File: config.mk
export PLATFORM = sky130hd
export DESIGN_NAME = midpoint_circle_generator_flat
export DESIGN_NICKNAME = d
export VERILOG_FILES = /design/src/hdl/mcg_pkg.sv /design/src/hdl/mcg_if.sv /design/src/hdl/mcg_front.sv /design/src/hdl/mcg_queue.sv /design/src/hdl/mcg_back.sv /design/src/hdl/midpoint_circle_generator.sv /design/src/flat_wrapper.sv
export SDC_FILE = /design/constraint.sdc
export NUM_CORES = 1
export LEC_CHECK = 0
export BUFFER_PORTS_ARGS = -buffer_cell sky130_fd_sc_hd__clkbuf_2
export CORE_MARGIN = 10
export CORE_UTILIZATION = 30
export CTS_CLUSTER_DIAMETER = 120
export DETAILED_ROUTE_END_ITERATION = 10
export SLEW_MARGIN = 25
export SYNTH_ARGS = -nofsm -noshare
export SYNTH_HDL_FRONTEND = slang
export SYNTH_HIERARCHICAL = 1
export SYNTH_SLANG_ARGS = --single-unit
File: constraint.sdc
create_clock -name clk_i -period 5.4 [get_ports clk_i]
set_input_delay 0.81 -clock clk_i [delete_from_list [all_inputs] [get_ports clk_i]]
set_output_delay 0.81 -clock clk_i [all_outputs]
set_load 0.01 [all_outputs]
File: src/hdl/mcg_pkg.sv
package mcg_pkg;

  localparam int COORD_BITS  = 12;
  localparam int RADIUS_BITS = 11;
  localparam int OUT_BITS    = 14;
  // signed step coordinates, room for y dropping below zero on the last step
  localparam int STEP_BITS   = RADIUS_BITS + 2;
  localparam int DEC_BITS    = RADIUS_BITS + 5;
  localparam int CALC_MIN    = ((COORD_BITS > STEP_BITS) ? COORD_BITS : STEP_BITS) + 2;
  localparam int CALC_BITS   = (CALC_MIN > OUT_BITS) ? CALC_MIN : OUT_BITS;

  localparam int IDX_BITS    = 3;
  localparam logic [IDX_BITS-1:0] LAST_POINT = IDX_BITS'(7);
  localparam logic [IDX_BITS-1:0] LAST_SPAN  = IDX_BITS'(3);

  localparam int QUEUE_DEPTH = 2;
  localparam int QPTR_BITS   = $clog2(QUEUE_DEPTH);

  typedef enum logic {
    CMD_START = 1'b0,
    CMD_STEP  = 1'b1
  } cmd_e;

  typedef logic        [COORD_BITS-1:0] coord_t;
  typedef logic        [RADIUS_BITS-1:0] radius_t;
  typedef logic signed [STEP_BITS-1:0]  step_t;
  typedef logic signed [DEC_BITS-1:0]   dec_t;
  typedef logic signed [OUT_BITS-1:0]   pix_t;
  typedef logic signed [CALC_BITS-1:0]  calc_t;

  // one octant set waiting to be emitted
  typedef struct packed {
    coord_t cx;
    coord_t cy;
    step_t  x;
    step_t  y;
    logic   fill;
    logic   done;
  } step_rec_t;

  typedef struct packed {
    logic active;
    logic filling;
  } front_stat_t;

endpackage

File: src/hdl/mcg_if.sv
interface mcg_in_if;
  import mcg_pkg::*;

  logic    valid;
  logic    ready;
  logic    cmd;
  coord_t  center_x;
  coord_t  center_y;
  radius_t radius;
  logic    fill_mode;

  modport source (output valid, cmd, center_x, center_y, radius, fill_mode, input ready);
  modport sink   (input valid, cmd, center_x, center_y, radius, fill_mode, output ready);
endinterface

interface mcg_out_if;
  import mcg_pkg::*;

  logic valid;
  logic ready;
  pix_t start_x;
  pix_t start_y;
  pix_t end_x;
  pix_t end_y;
  logic is_span;
  logic last_of_step;
  logic circle_done;

  modport source (output valid, start_x, start_y, end_x, end_y, is_span, last_of_step,
                  circle_done, input ready);
  modport sink   (input valid, start_x, start_y, end_x, end_y, is_span, last_of_step,
                  circle_done, output ready);
endinterface

File: src/hdl/mcg_front.sv
module mcg_front (
  input  logic                 clk_i,
  input  logic                 rst_ni,
  mcg_in_if.sink               in_i,
  input  logic                 q_full_i,
  output logic                 q_push_o,
  output mcg_pkg::step_rec_t   q_rec_o,
  output mcg_pkg::front_stat_t stat_o
);
  import mcg_pkg::*;

  coord_t cx_q, cx_d;
  coord_t cy_q, cy_d;
  logic   fill_q, fill_d;
  logic   act_q, act_d;
  step_t  x_q, x_d;
  step_t  y_q, y_d;
  dec_t   d_q, d_d;

  logic   fire;
  step_t  x_nx;
  step_t  y_nx;
  dec_t   x_ext;
  dec_t   y_ext;
  logic   more;

  assign in_i.ready = !q_full_i;
  assign fire       = in_i.valid && in_i.ready;

  assign x_ext = DEC_BITS'(x_q);
  assign y_ext = DEC_BITS'(y_q);
  assign x_nx  = x_q + STEP_BITS'(1);
  assign y_nx  = (d_q <= 0) ? y_q : y_q - STEP_BITS'(1);
  assign more  = x_nx < y_nx;

  always_comb begin
    cx_d   = cx_q;
    cy_d   = cy_q;
    fill_d = fill_q;
    act_d  = act_q;
    x_d    = x_q;
    y_d    = y_q;
    d_d    = d_q;
    q_push_o = 1'b0;
    if (fire && in_i.cmd == CMD_START) begin
      cx_d   = in_i.center_x;
      cy_d   = in_i.center_y;
      fill_d = in_i.fill_mode;
      act_d  = 1'b1;
      x_d    = '0;
      y_d    = $signed({2'b00, in_i.radius});
      d_d    = DEC_BITS'(3) - (DEC_BITS'(in_i.radius) <<< 1);
    end else if (fire && act_q) begin
      q_push_o = 1'b1;
      if (d_q <= 0) begin
        d_d = d_q + (x_ext <<< 2) + DEC_BITS'(6);
      end else begin
        d_d = d_q + ((x_ext - y_ext) <<< 2) + DEC_BITS'(10);
      end
      x_d   = x_nx;
      y_d   = y_nx;
      act_d = more;
    end
  end

  assign q_rec_o.cx   = cx_q;
  assign q_rec_o.cy   = cy_q;
  assign q_rec_o.x    = x_q;
  assign q_rec_o.y    = y_q;
  assign q_rec_o.fill = fill_q;
  assign q_rec_o.done = !more;

  assign stat_o.active  = act_q;
  assign stat_o.filling = fill_q;

  always_ff @(posedge clk_i or negedge rst_ni) begin
    if (!rst_ni) begin
      cx_q   <= '0;
      cy_q   <= '0;
      fill_q <= 1'b0;
      act_q  <= 1'b0;
      x_q    <= '0;
      y_q    <= '0;
      d_q    <= '0;
    end else begin
      cx_q   <= cx_d;
      cy_q   <= cy_d;
      fill_q <= fill_d;
      act_q  <= act_d;
      x_q    <= x_d;
      y_q    <= y_d;
      d_q    <= d_d;
    end
  end

endmodule

File: src/hdl/mcg_queue.sv
module mcg_queue (
  input  logic               clk_i,
  input  logic               rst_ni,
  input  logic               push_i,
  input  mcg_pkg::step_rec_t rec_i,
  output logic               full_o,
  input  logic               pop_i,
  output mcg_pkg::step_rec_t head_o,
  output logic               empty_o
);
  import mcg_pkg::*;

  step_rec_t                 mem_q [QUEUE_DEPTH];
  logic [QPTR_BITS-1:0]      wr_q, wr_d;
  logic [QPTR_BITS-1:0]      rd_q, rd_d;
  logic [QPTR_BITS:0]        cnt_q, cnt_d;

  assign full_o  = cnt_q == (QPTR_BITS+1)'(QUEUE_DEPTH);
  assign empty_o = cnt_q == '0;
  assign head_o  = mem_q[rd_q];

  always_comb begin
    wr_d  = push_i ? wr_q + QPTR_BITS'(1) : wr_q;
    rd_d  = pop_i  ? rd_q + QPTR_BITS'(1) : rd_q;
    cnt_d = cnt_q;
    if (push_i && !pop_i) begin
      cnt_d = cnt_q + (QPTR_BITS+1)'(1);
    end else if (pop_i && !push_i) begin
      cnt_d = cnt_q - (QPTR_BITS+1)'(1);
    end
  end

  always_ff @(posedge clk_i) begin
    if (push_i) begin
      mem_q[wr_q] <= rec_i;
    end
  end

  always_ff @(posedge clk_i or negedge rst_ni) begin
    if (!rst_ni) begin
      wr_q  <= '0;
      rd_q  <= '0;
      cnt_q <= '0;
    end else begin
      wr_q  <= wr_d;
      rd_q  <= rd_d;
      cnt_q <= cnt_d;
    end
  end

endmodule

File: src/hdl/mcg_back.sv
module mcg_back (
  input  logic               clk_i,
  input  logic               rst_ni,
  input  mcg_pkg::step_rec_t head_i,
  input  logic               empty_i,
  output logic               pop_o,
  mcg_out_if.source          out_o
);
  import mcg_pkg::*;

  logic [IDX_BITS-1:0] idx_q, idx_d;
  logic                ovld_q, ovld_d;
  pix_t                sx_q, sy_q, ex_q, ey_q;
  logic                span_q, last_q, done_q;

  logic                load;
  logic                is_last;
  logic                swap, neg_col, neg_row;
  calc_t               col_mag, row_mag, off_col, off_row;
  calc_t               cx_ext, cy_ext;
  calc_t               sc, sr, er;

  assign load    = !empty_i && (!ovld_q || out_o.ready);
  assign is_last = idx_q == (head_i.fill ? LAST_SPAN : LAST_POINT);
  assign pop_o   = load && is_last;

  // octant pattern: outline walks sign bits then swap, fill pairs mirrored spans
  always_comb begin
    if (head_i.fill) begin
      swap    = idx_q[0];
      neg_col = idx_q[1];
      neg_row = idx_q[1];
    end else begin
      swap    = idx_q[2];
      neg_col = idx_q[0];
      neg_row = idx_q[1];
    end
  end

  assign col_mag = swap ? CALC_BITS'(head_i.y) : CALC_BITS'(head_i.x);
  assign row_mag = swap ? CALC_BITS'(head_i.x) : CALC_BITS'(head_i.y);
  assign off_col = neg_col ? -col_mag : col_mag;
  assign off_row = neg_row ? -row_mag : row_mag;
  assign cx_ext  = $signed({{(CALC_BITS-COORD_BITS){1'b0}}, head_i.cx});
  assign cy_ext  = $signed({{(CALC_BITS-COORD_BITS){1'b0}}, head_i.cy});
  assign sc      = cx_ext + off_col;
  assign sr      = cy_ext + off_row;
  assign er      = head_i.fill ? cy_ext - off_row : sr;

  always_comb begin
    idx_d  = idx_q;
    ovld_d = ovld_q;
    if (out_o.ready) begin
      ovld_d = 1'b0;
    end
    if (load) begin
      ovld_d = 1'b1;
      idx_d  = is_last ? '0 : idx_q + IDX_BITS'(1);
    end
  end

  always_ff @(posedge clk_i) begin
    if (load) begin
      sx_q   <= sc[OUT_BITS-1:0];
      sy_q   <= sr[OUT_BITS-1:0];
      ex_q   <= sc[OUT_BITS-1:0];
      ey_q   <= er[OUT_BITS-1:0];
      span_q <= head_i.fill;
      last_q <= is_last;
      done_q <= is_last && head_i.done;
    end
  end

  always_ff @(posedge clk_i or negedge rst_ni) begin
    if (!rst_ni) begin
      idx_q  <= '0;
      ovld_q <= 1'b0;
    end else begin
      idx_q  <= idx_d;
      ovld_q <= ovld_d;
    end
  end

  assign out_o.valid        = ovld_q;
  assign out_o.start_x      = sx_q;
  assign out_o.start_y      = sy_q;
  assign out_o.end_x        = ex_q;
  assign out_o.end_y        = ey_q;
  assign out_o.is_span      = span_q;
  assign out_o.last_of_step = last_q;
  assign out_o.circle_done  = done_q;

endmodule

File: src/hdl/midpoint_circle_generator.sv
// a step item goes into the step queue, then the back end loads its first result into the
// output register, held back by queued steps or a stalled sink; start items emit nothing;
// a step gives 8 results in outline mode, 4 in fill mode, one per cycle while sink is ready
// the two-entry step queue lets the front take items while the back drains earlier steps
// reset (async, active low): no circle active, step state zero, queue and output empty
module midpoint_circle_generator (
  input  logic       clk_i,
  input  logic       rst_ni,
  mcg_in_if.sink     in_i,
  mcg_out_if.source  out_o
);
  import mcg_pkg::*;

  // front to queue
  logic        q_push;
  logic        q_full;
  step_rec_t   q_rec;
  front_stat_t stat;

  // queue to back
  logic        q_pop;
  logic        q_empty;
  step_rec_t   q_head;

  // front: holds centre, x, y and decision value; a step while active
  // snapshots the octant set into the queue and advances the midpoint state
  mcg_front u_front (
    .clk_i    (clk_i),
    .rst_ni   (rst_ni),
    .in_i     (in_i),
    .q_full_i (q_full),
    .q_push_o (q_push),
    .q_rec_o  (q_rec),
    .stat_o   (stat)
  );

  // short queue of pending octant sets
  mcg_queue u_queue (
    .clk_i   (clk_i),
    .rst_ni  (rst_ni),
    .push_i  (q_push),
    .rec_i   (q_rec),
    .full_o  (q_full),
    .pop_i   (q_pop),
    .head_o  (q_head),
    .empty_o (q_empty)
  );

  // back: walks the points or spans of the head entry, one per cycle while the sink is ready
  mcg_back u_back (
    .clk_i   (clk_i),
    .rst_ni  (rst_ni),
    .head_i  (q_head),
    .empty_i (q_empty),
    .pop_o   (q_pop),
    .out_o   (out_o)
  );

  // front never writes into a full queue
  a_no_overflow: assert property (@(posedge clk_i) disable iff (!rst_ni)
    q_push |-> !q_full)
    else $error("step queue overflow");

  // circle end is only flagged on the closing item of a step
  a_done_last: assert property (@(posedge clk_i) disable iff (!rst_ni)
    (out_o.valid && out_o.circle_done) |-> out_o.last_of_step)
    else $error("circle_done without last_of_step");

  // a start item always leaves a circle in progress
  a_start_active: assert property (@(posedge clk_i) disable iff (!rst_ni)
    (in_i.valid && in_i.ready && in_i.cmd == CMD_START) |=> stat.active)
    else $error("start did not activate circle");

  // single points carry equal endpoints
  a_point_equal: assert property (@(posedge clk_i) disable iff (!rst_ni)
    (out_o.valid && !out_o.is_span) |->
      (out_o.start_x == out_o.end_x && out_o.start_y == out_o.end_y))
    else $error("point with differing endpoints");

endmodule

File: src/flat_wrapper.sv
// flat-port wrapper written by rule: the top's interface ports become plain ports
module midpoint_circle_generator_flat import mcg_pkg::*;
  (clk_i, rst_ni, in_i_valid, in_i_cmd, in_i_center_x, in_i_center_y, in_i_radius, in_i_fill_mode, in_i_ready, out_o_valid, out_o_start_x, out_o_start_y, out_o_end_x, out_o_end_y, out_o_is_span, out_o_last_of_step, out_o_circle_done, out_o_ready);
  mcg_in_if in_i_i ();
  mcg_out_if out_o_i ();
  input  logic clk_i;
  input  logic rst_ni;
  input wire logic [$bits(in_i_i.valid)-1:0] in_i_valid;
  input wire logic [$bits(in_i_i.cmd)-1:0] in_i_cmd;
  input wire logic [$bits(in_i_i.center_x)-1:0] in_i_center_x;
  input wire logic [$bits(in_i_i.center_y)-1:0] in_i_center_y;
  input wire logic [$bits(in_i_i.radius)-1:0] in_i_radius;
  input wire logic [$bits(in_i_i.fill_mode)-1:0] in_i_fill_mode;
  output wire logic [$bits(in_i_i.ready)-1:0] in_i_ready;
  output wire logic [$bits(out_o_i.valid)-1:0] out_o_valid;
  output wire logic [$bits(out_o_i.start_x)-1:0] out_o_start_x;
  output wire logic [$bits(out_o_i.start_y)-1:0] out_o_start_y;
  output wire logic [$bits(out_o_i.end_x)-1:0] out_o_end_x;
  output wire logic [$bits(out_o_i.end_y)-1:0] out_o_end_y;
  output wire logic [$bits(out_o_i.is_span)-1:0] out_o_is_span;
  output wire logic [$bits(out_o_i.last_of_step)-1:0] out_o_last_of_step;
  output wire logic [$bits(out_o_i.circle_done)-1:0] out_o_circle_done;
  input wire logic [$bits(out_o_i.ready)-1:0] out_o_ready;
  assign in_i_i.valid = in_i_valid;
  assign in_i_i.cmd = in_i_cmd;
  assign in_i_i.center_x = in_i_center_x;
  assign in_i_i.center_y = in_i_center_y;
  assign in_i_i.radius = in_i_radius;
  assign in_i_i.fill_mode = in_i_fill_mode;
  assign in_i_ready = in_i_i.ready;
  assign out_o_valid = out_o_i.valid;
  assign out_o_start_x = out_o_i.start_x;
  assign out_o_start_y = out_o_i.start_y;
  assign out_o_end_x = out_o_i.end_x;
  assign out_o_end_y = out_o_i.end_y;
  assign out_o_is_span = out_o_i.is_span;
  assign out_o_last_of_step = out_o_i.last_of_step;
  assign out_o_circle_done = out_o_i.circle_done;
  assign out_o_i.ready = out_o_ready;
  midpoint_circle_generator u_core (.clk_i(clk_i), .rst_ni(rst_ni), .in_i(in_i_i), .out_o(out_o_i));
endmodule
After elaboration in Yosys (flattened, before gate mapping) --
Memories as Yosys holds them, arrays and structs flattened. Cells that the tools add are included.
Storage, ports and cells: bits in registers 121, RAM bits 104, input bits 41, output and inout port bits 61, memories kept 1
Operators by class: add/sub/neg operators 18, order comparisons 2, eq/ne operators 2, mux-type cells 27, bitwise logic cells 1, reduce and logical (&&, ||, !) cells 19
Memory list:
- u_core.u_queue.mem_q | depth 2, width 52, rd ports 1, clocked after memory_dff 0, write ports 1, RTL line mcg_queue.sv:13 | step_rec_t mem_q [QUEUE_DEPTH];
Operators by type and width (count):
- 14-bit 2-to-1 mux | 5
- 13-bit 2-to-1 mux | 5
- 16-bit 2-to-1 mux | 3
- 13-bit by 14-bit adder with 14-bit output | 2
- 14-bit negator | 2
- 16-bit by 15-bit adder with 16-bit output | 1
- 16-bit adder | 1
- 16-bit by 4-bit adder with 16-bit output, second input constant | 1
- 16-bit by 5-bit adder with 16-bit output, second input constant | 1
- 16-bit by 1-bit less-or-equal comparator with 1-bit output, second input constant | 1
- 13-bit by 13-bit subtractor with 14-bit output | 1
- 13-bit by 14-bit subtractor with 14-bit output | 1
- 13-bit by 2-bit adder with 13-bit output, second input constant | 1
- 13-bit less-than comparator | 1
- 13-bit by 2-bit subtractor with 13-bit output, second input constant | 1
- 2-bit by 12-bit subtractor with 13-bit output, first input constant | 1
- 1-bit 2-to-1 mux | 10
- 1-bit logical AND | 8
- 1-bit zero test | 6
- 3-bit 2-to-1 mux | 2
- 2-bit nonzero test | 3
- 2-bit 2-to-1 mux | 2
- 3-bit by 1-bit adder with 3-bit output, second input constant | 1
- 3-bit equality test | 1
- 7 further kinds | 8

Logic depth before layout (Yosys ltp) --
depth in word-level cells 10, depth in mapped cells 22, gate-level depth less buffers 19

Modules after synthesis --
The synthesis kept the hierarchy.
Modules (own cells, without submodules):
- mcg_front | instances 1, cells each 704, area an instance 5890.6 um^2, seq. area each 1701.6 um^2
- mcg_back | instances 1, cells each 486, area an instance 4530.6 um^2, seq. area each 1421.4 um^2
- mcg_queue | instances 1, cells each 178, area an instance 4190.3 um^2, seq. area each 3223.1 um^2

Worst setup path after synthesis --
No wires, ideal clock.
path type input port to flip-flop, start input in_i_valid, end memory u_core/u_queue/mem_q[0][0] in the netlist's numbering, enable pin, setup time 0.468 ns, data arrival time 4.197 ns, data required time 4.932 ns, path slack 0.735 ns, stages 6, buffers on the path 2, path through nor2b_1 clkbuf_1 nand2_1 clkinv_1 buf_1 nor2b_1
On the way: longest elaborated chain between the ends 6, elaborated cells on any way between the ends 7
Ends and longest elaborated chain:
- start: declaration | RTL line flat_wrapper.sv:8 | input wire logic [$bits(in_i_i.valid)-1:0] in_i_valid;
- 1-bit logical AND (*) | RTL line mcg_front.sv:28 | assign fire = in_i.valid && in_i.ready;
- 1-bit logical AND | RTL line mcg_front.sv:53 | end else if (fire && act_q) begin
- 1-bit 2-to-1 mux | RTL line mcg_front.sv:53
- 1-bit 2-to-1 mux (*) | RTL line mcg_front.sv:45 | if (fire && in_i.cmd == CMD_START) begin
- named net u_core.q_push | RTL line midpoint_circle_generator.sv:15 | logic q_push;
- 1-bit 2-to-1 mux (*) | RTL line mcg_queue.sv:34 | if (push_i) begin
- 1-bit 2-to-1 mux (not written as such) (*) | RTL line mcg_queue.sv:35 | mem_q[wr_q] <= rec_i;
- end: declaration | RTL line mcg_queue.sv:13
Mark *: on every way through the listed nets, which the timed path passes. The rest lies on a longest branch.

==> results.md <==
- Post-DP Area: 15700 sq um
- Syn_area_per_cell: between 10 and 15 sq um
- Port bufs: between 100 and 150
- Drc violations: 0
- Gr usage total: 0.124
- Pin count of the biggest net entering global routing: 59
- CTS tree: built
- Clk root buf: clkbuf_16
- Design area: 16600 sq um
- Vias/cell: 4.96
- Max-Cap Viols: 0
- Post-DP HPWL: 27.0 mm
- Ports: 102
- Worst path required time: ~5.7 ns
- First-pass GRT wire length: 57.5 mm
- Pre-CTS setup slack: approximately 0.8 ns
- Max-slew violation count: 0
- Clock Latency Late Sink: ~0.58 ns
- Initial Util: 0.304
- Clock-pin slew of the registers on the worst-case setup and hold paths: 0.06 ns
- Fmax: 216 MHz
- Syn_nets: 1535
- Synthesized instance count: 1366
- Worst path top cell family by delay: compound AO/OA/AOI/OAI gates
- Register-to-register setup slack: 0.78 ns
- Antenna diode instance count: 0
- Endpoints failing setup: 0
- Final Core Density: 0.346
- Status: completed
- Register Area: 6350 sq um
- Reg2reg path depth: 15
- Worst Path Arrival: 4.94 ns
- Initial antenna violation count: 1
- Total Wirelength: 36.2 mm
- Fillers: 4750
- Setup WS post-layout: roughly 0.8 ns
- Via count: 10400
- Fin. Hold Viols: 0
- Layout area overhead: 13.6%
- Number of setup buffers added after CTS: 0
- Worst hold path type: input port to async pin
- CTS sink cnt: between 200 and 250
- Critical Path, Cell by Cell: mux2_4 > buf_4 > mux2_4 > mux2i_1 > ha_1 > o21ai_0 > nand2_1 > xor2_1 > ha_1 > nand4_1 > a21boi_0 > o22a_1 > a21oi_1 > o211ai_1 > xor2_1
- Final nets: 1623
- Footprint of the multi-input gates: roughly 7600 sq um
- Die Wd: 241 microns
- Die area: 57900 sq um
- Drt initial violations: approximately 590
- Setup crit end kind: flip-flop
- Die Ht: 241 microns
- CP Max Fanout: 27
- Min Clock Period, post-route: 4.62 ns
- Worst reg2reg path startpoint: u_core/u_queue/rd_q
- Startpoint Class: flip-flop
- CTS-repair resized insts: 0
- Layout cells sized above 1: 0.166
- DRT Pass-1 Iters: 5
- Measured slew at the worst slew-check pin: 0.818 ns
- Clock skew: approximately 0.031 ns
- Post-synthesis cell area: 14600 sq um
- GR Overflow Total: 0
- WP buf/inv: 1
- CP max-delay cell: ha_1
- Max-slew headroom: 0.444
- Unrepaired setup endpoints after global routing: no
- Core Area: ~48000 sq um
- Post-route ant nets: 0
- WL/cell: ~17 microns
- Yosys warnings: 6
- Max clock buf depth: 3
- Vias in the first global route: 10500
- Kind of critical path: flip-flop to flip-flop
- Row count: 80
- Fin crit share: 0.856
- Critical path's largest stage delay: 0.50 ns
- TNS Setup: 0 ns
- Worst r2r dst: u_core/u_back/out_o.end_y[11]
- Num CTS Buffers: 28
- RePlAce Congestion: 0.894
- Hold_buf cts: 0
- CTS HTree Levels: 1
worst reg2reg max path, stage by stage (launching register included):
cell      delay, ns
dfrtp_2        0.41
mux2_4         0.31
buf_4          0.23
mux2_4         0.47
mux2i_1        0.41
ha_1           0.29
o21ai_0        0.12
nand2_1        0.09
xor2_1         0.10
ha_1           0.50
nand4_1        0.19
a21boi_0       0.44
o22a_1         0.36
a21oi_1        0.10
o211ai_1       0.23
xor2_1         0.10
per-stage QoR:
stage	cells	hold slack, ns
floorplan	1366	0.435
global placement	2039	0.451
detailed placement	2039	0.454
CTS	2091	0.120
global route	2091	0.134
finish	2091	0.129
worst max-delay path by stage:
stage	startpoint	end	slack [ns]	cells past startpoint
global placement	u_core/u_queue/rd_q	u_core/u_back/out_o.end_x[13]	0.89	15
detailed placement	u_core/u_queue/rd_q	u_core/u_back/out_o.end_x[13]	0.82	15
floorplan	in_i_valid	u_core/u_queue/mem_q[0][0]	0.73	6
CTS	u_core/u_queue/rd_q	u_core/u_back/out_o.end_x[13]	0.80	15
global route	u_core/u_queue/rd_q	u_core/u_back/out_o.end_x[13]	0.37	15
finish	u_core/u_queue/rd_q	u_core/u_back/out_o.end_y[11]	0.78	15
flip-flops by register name, indices dropped and copies added, names as in the netlist, 2 cells and up:
register,cells
u_core/u_front/d_q,16
u_core/u_front/y_q,13
u_core/u_queue/cnt_q,2
u_core/u_front/x_q,13
u_core/u_back/out_o.start_y,13
u_core/u_front/cx_q,12
u_core/u_back/idx_q,3
u_core/u_front/cy_q,12
u_core/u_back/out_o.end_y,14
u_core/u_back/out_o.end_x,14
u_core/u_queue/mem_q,104
cell type report:
type / count / area share
sequential: 224 / 0.383
multi-input combinational: 1016 / 0.461
clock inverter: 14 / 0.00913
tap: 615 / 0.0464
inverter: 69 / 0.0156
timing repair buffer: 115 / 0.0385
clock buffer: 38 / 0.0463
layout by cell type (no fill, tap or decap), types with 7 or more instances in the layout:
| master | instances |
|---|---|
| nor2b_1 | 12 |
| mux2_4 | 50 |
| a21oi_1 | 64 |
| o21a_1 | 9 |
| inv_1 | 67 |
| nand2b_1 | 8 |
| a31oi_1 | 16 |
| or2_2 | 7 |
| o211ai_1 | 11 |
| xnor2_1 | 78 |
| buf_4 | 13 |
| o21ai_0 | 80 |
| nor2_1 | 64 |
| and3_1 | 17 |
| nor3_1 | 40 |
| xor2_1 | 47 |
| clkbuf_1 | 7 |
| nor4_1 | 12 |
| edfxtp_1 | 148 |
| clkbuf_2 | 100 |
| o21bai_1 | 9 |
| dfrtp_1 | 75 |
| mux2i_1 | 33 |
| nand2_1 | 168 |
| a21o_1 | 23 |
| nand3_1 | 15 |
| a211oi_1 | 13 |
| ha_1 | 122 |
| clkbuf_16 | 28 |
| or3_1 | 12 |
layer usage:
metal	wire [microns]	vias to the layer above	GRT usage
met5	13	-	0
met4	782	2	0.0320
met3	1650	54	0.0187
met2	17400	205	0.211
met1	16300	4994	0.160
li1	-	5125	-
Power is not shown: default switching activity piles up to over one toggle a cycle in this logic, so the estimate is an artifact.
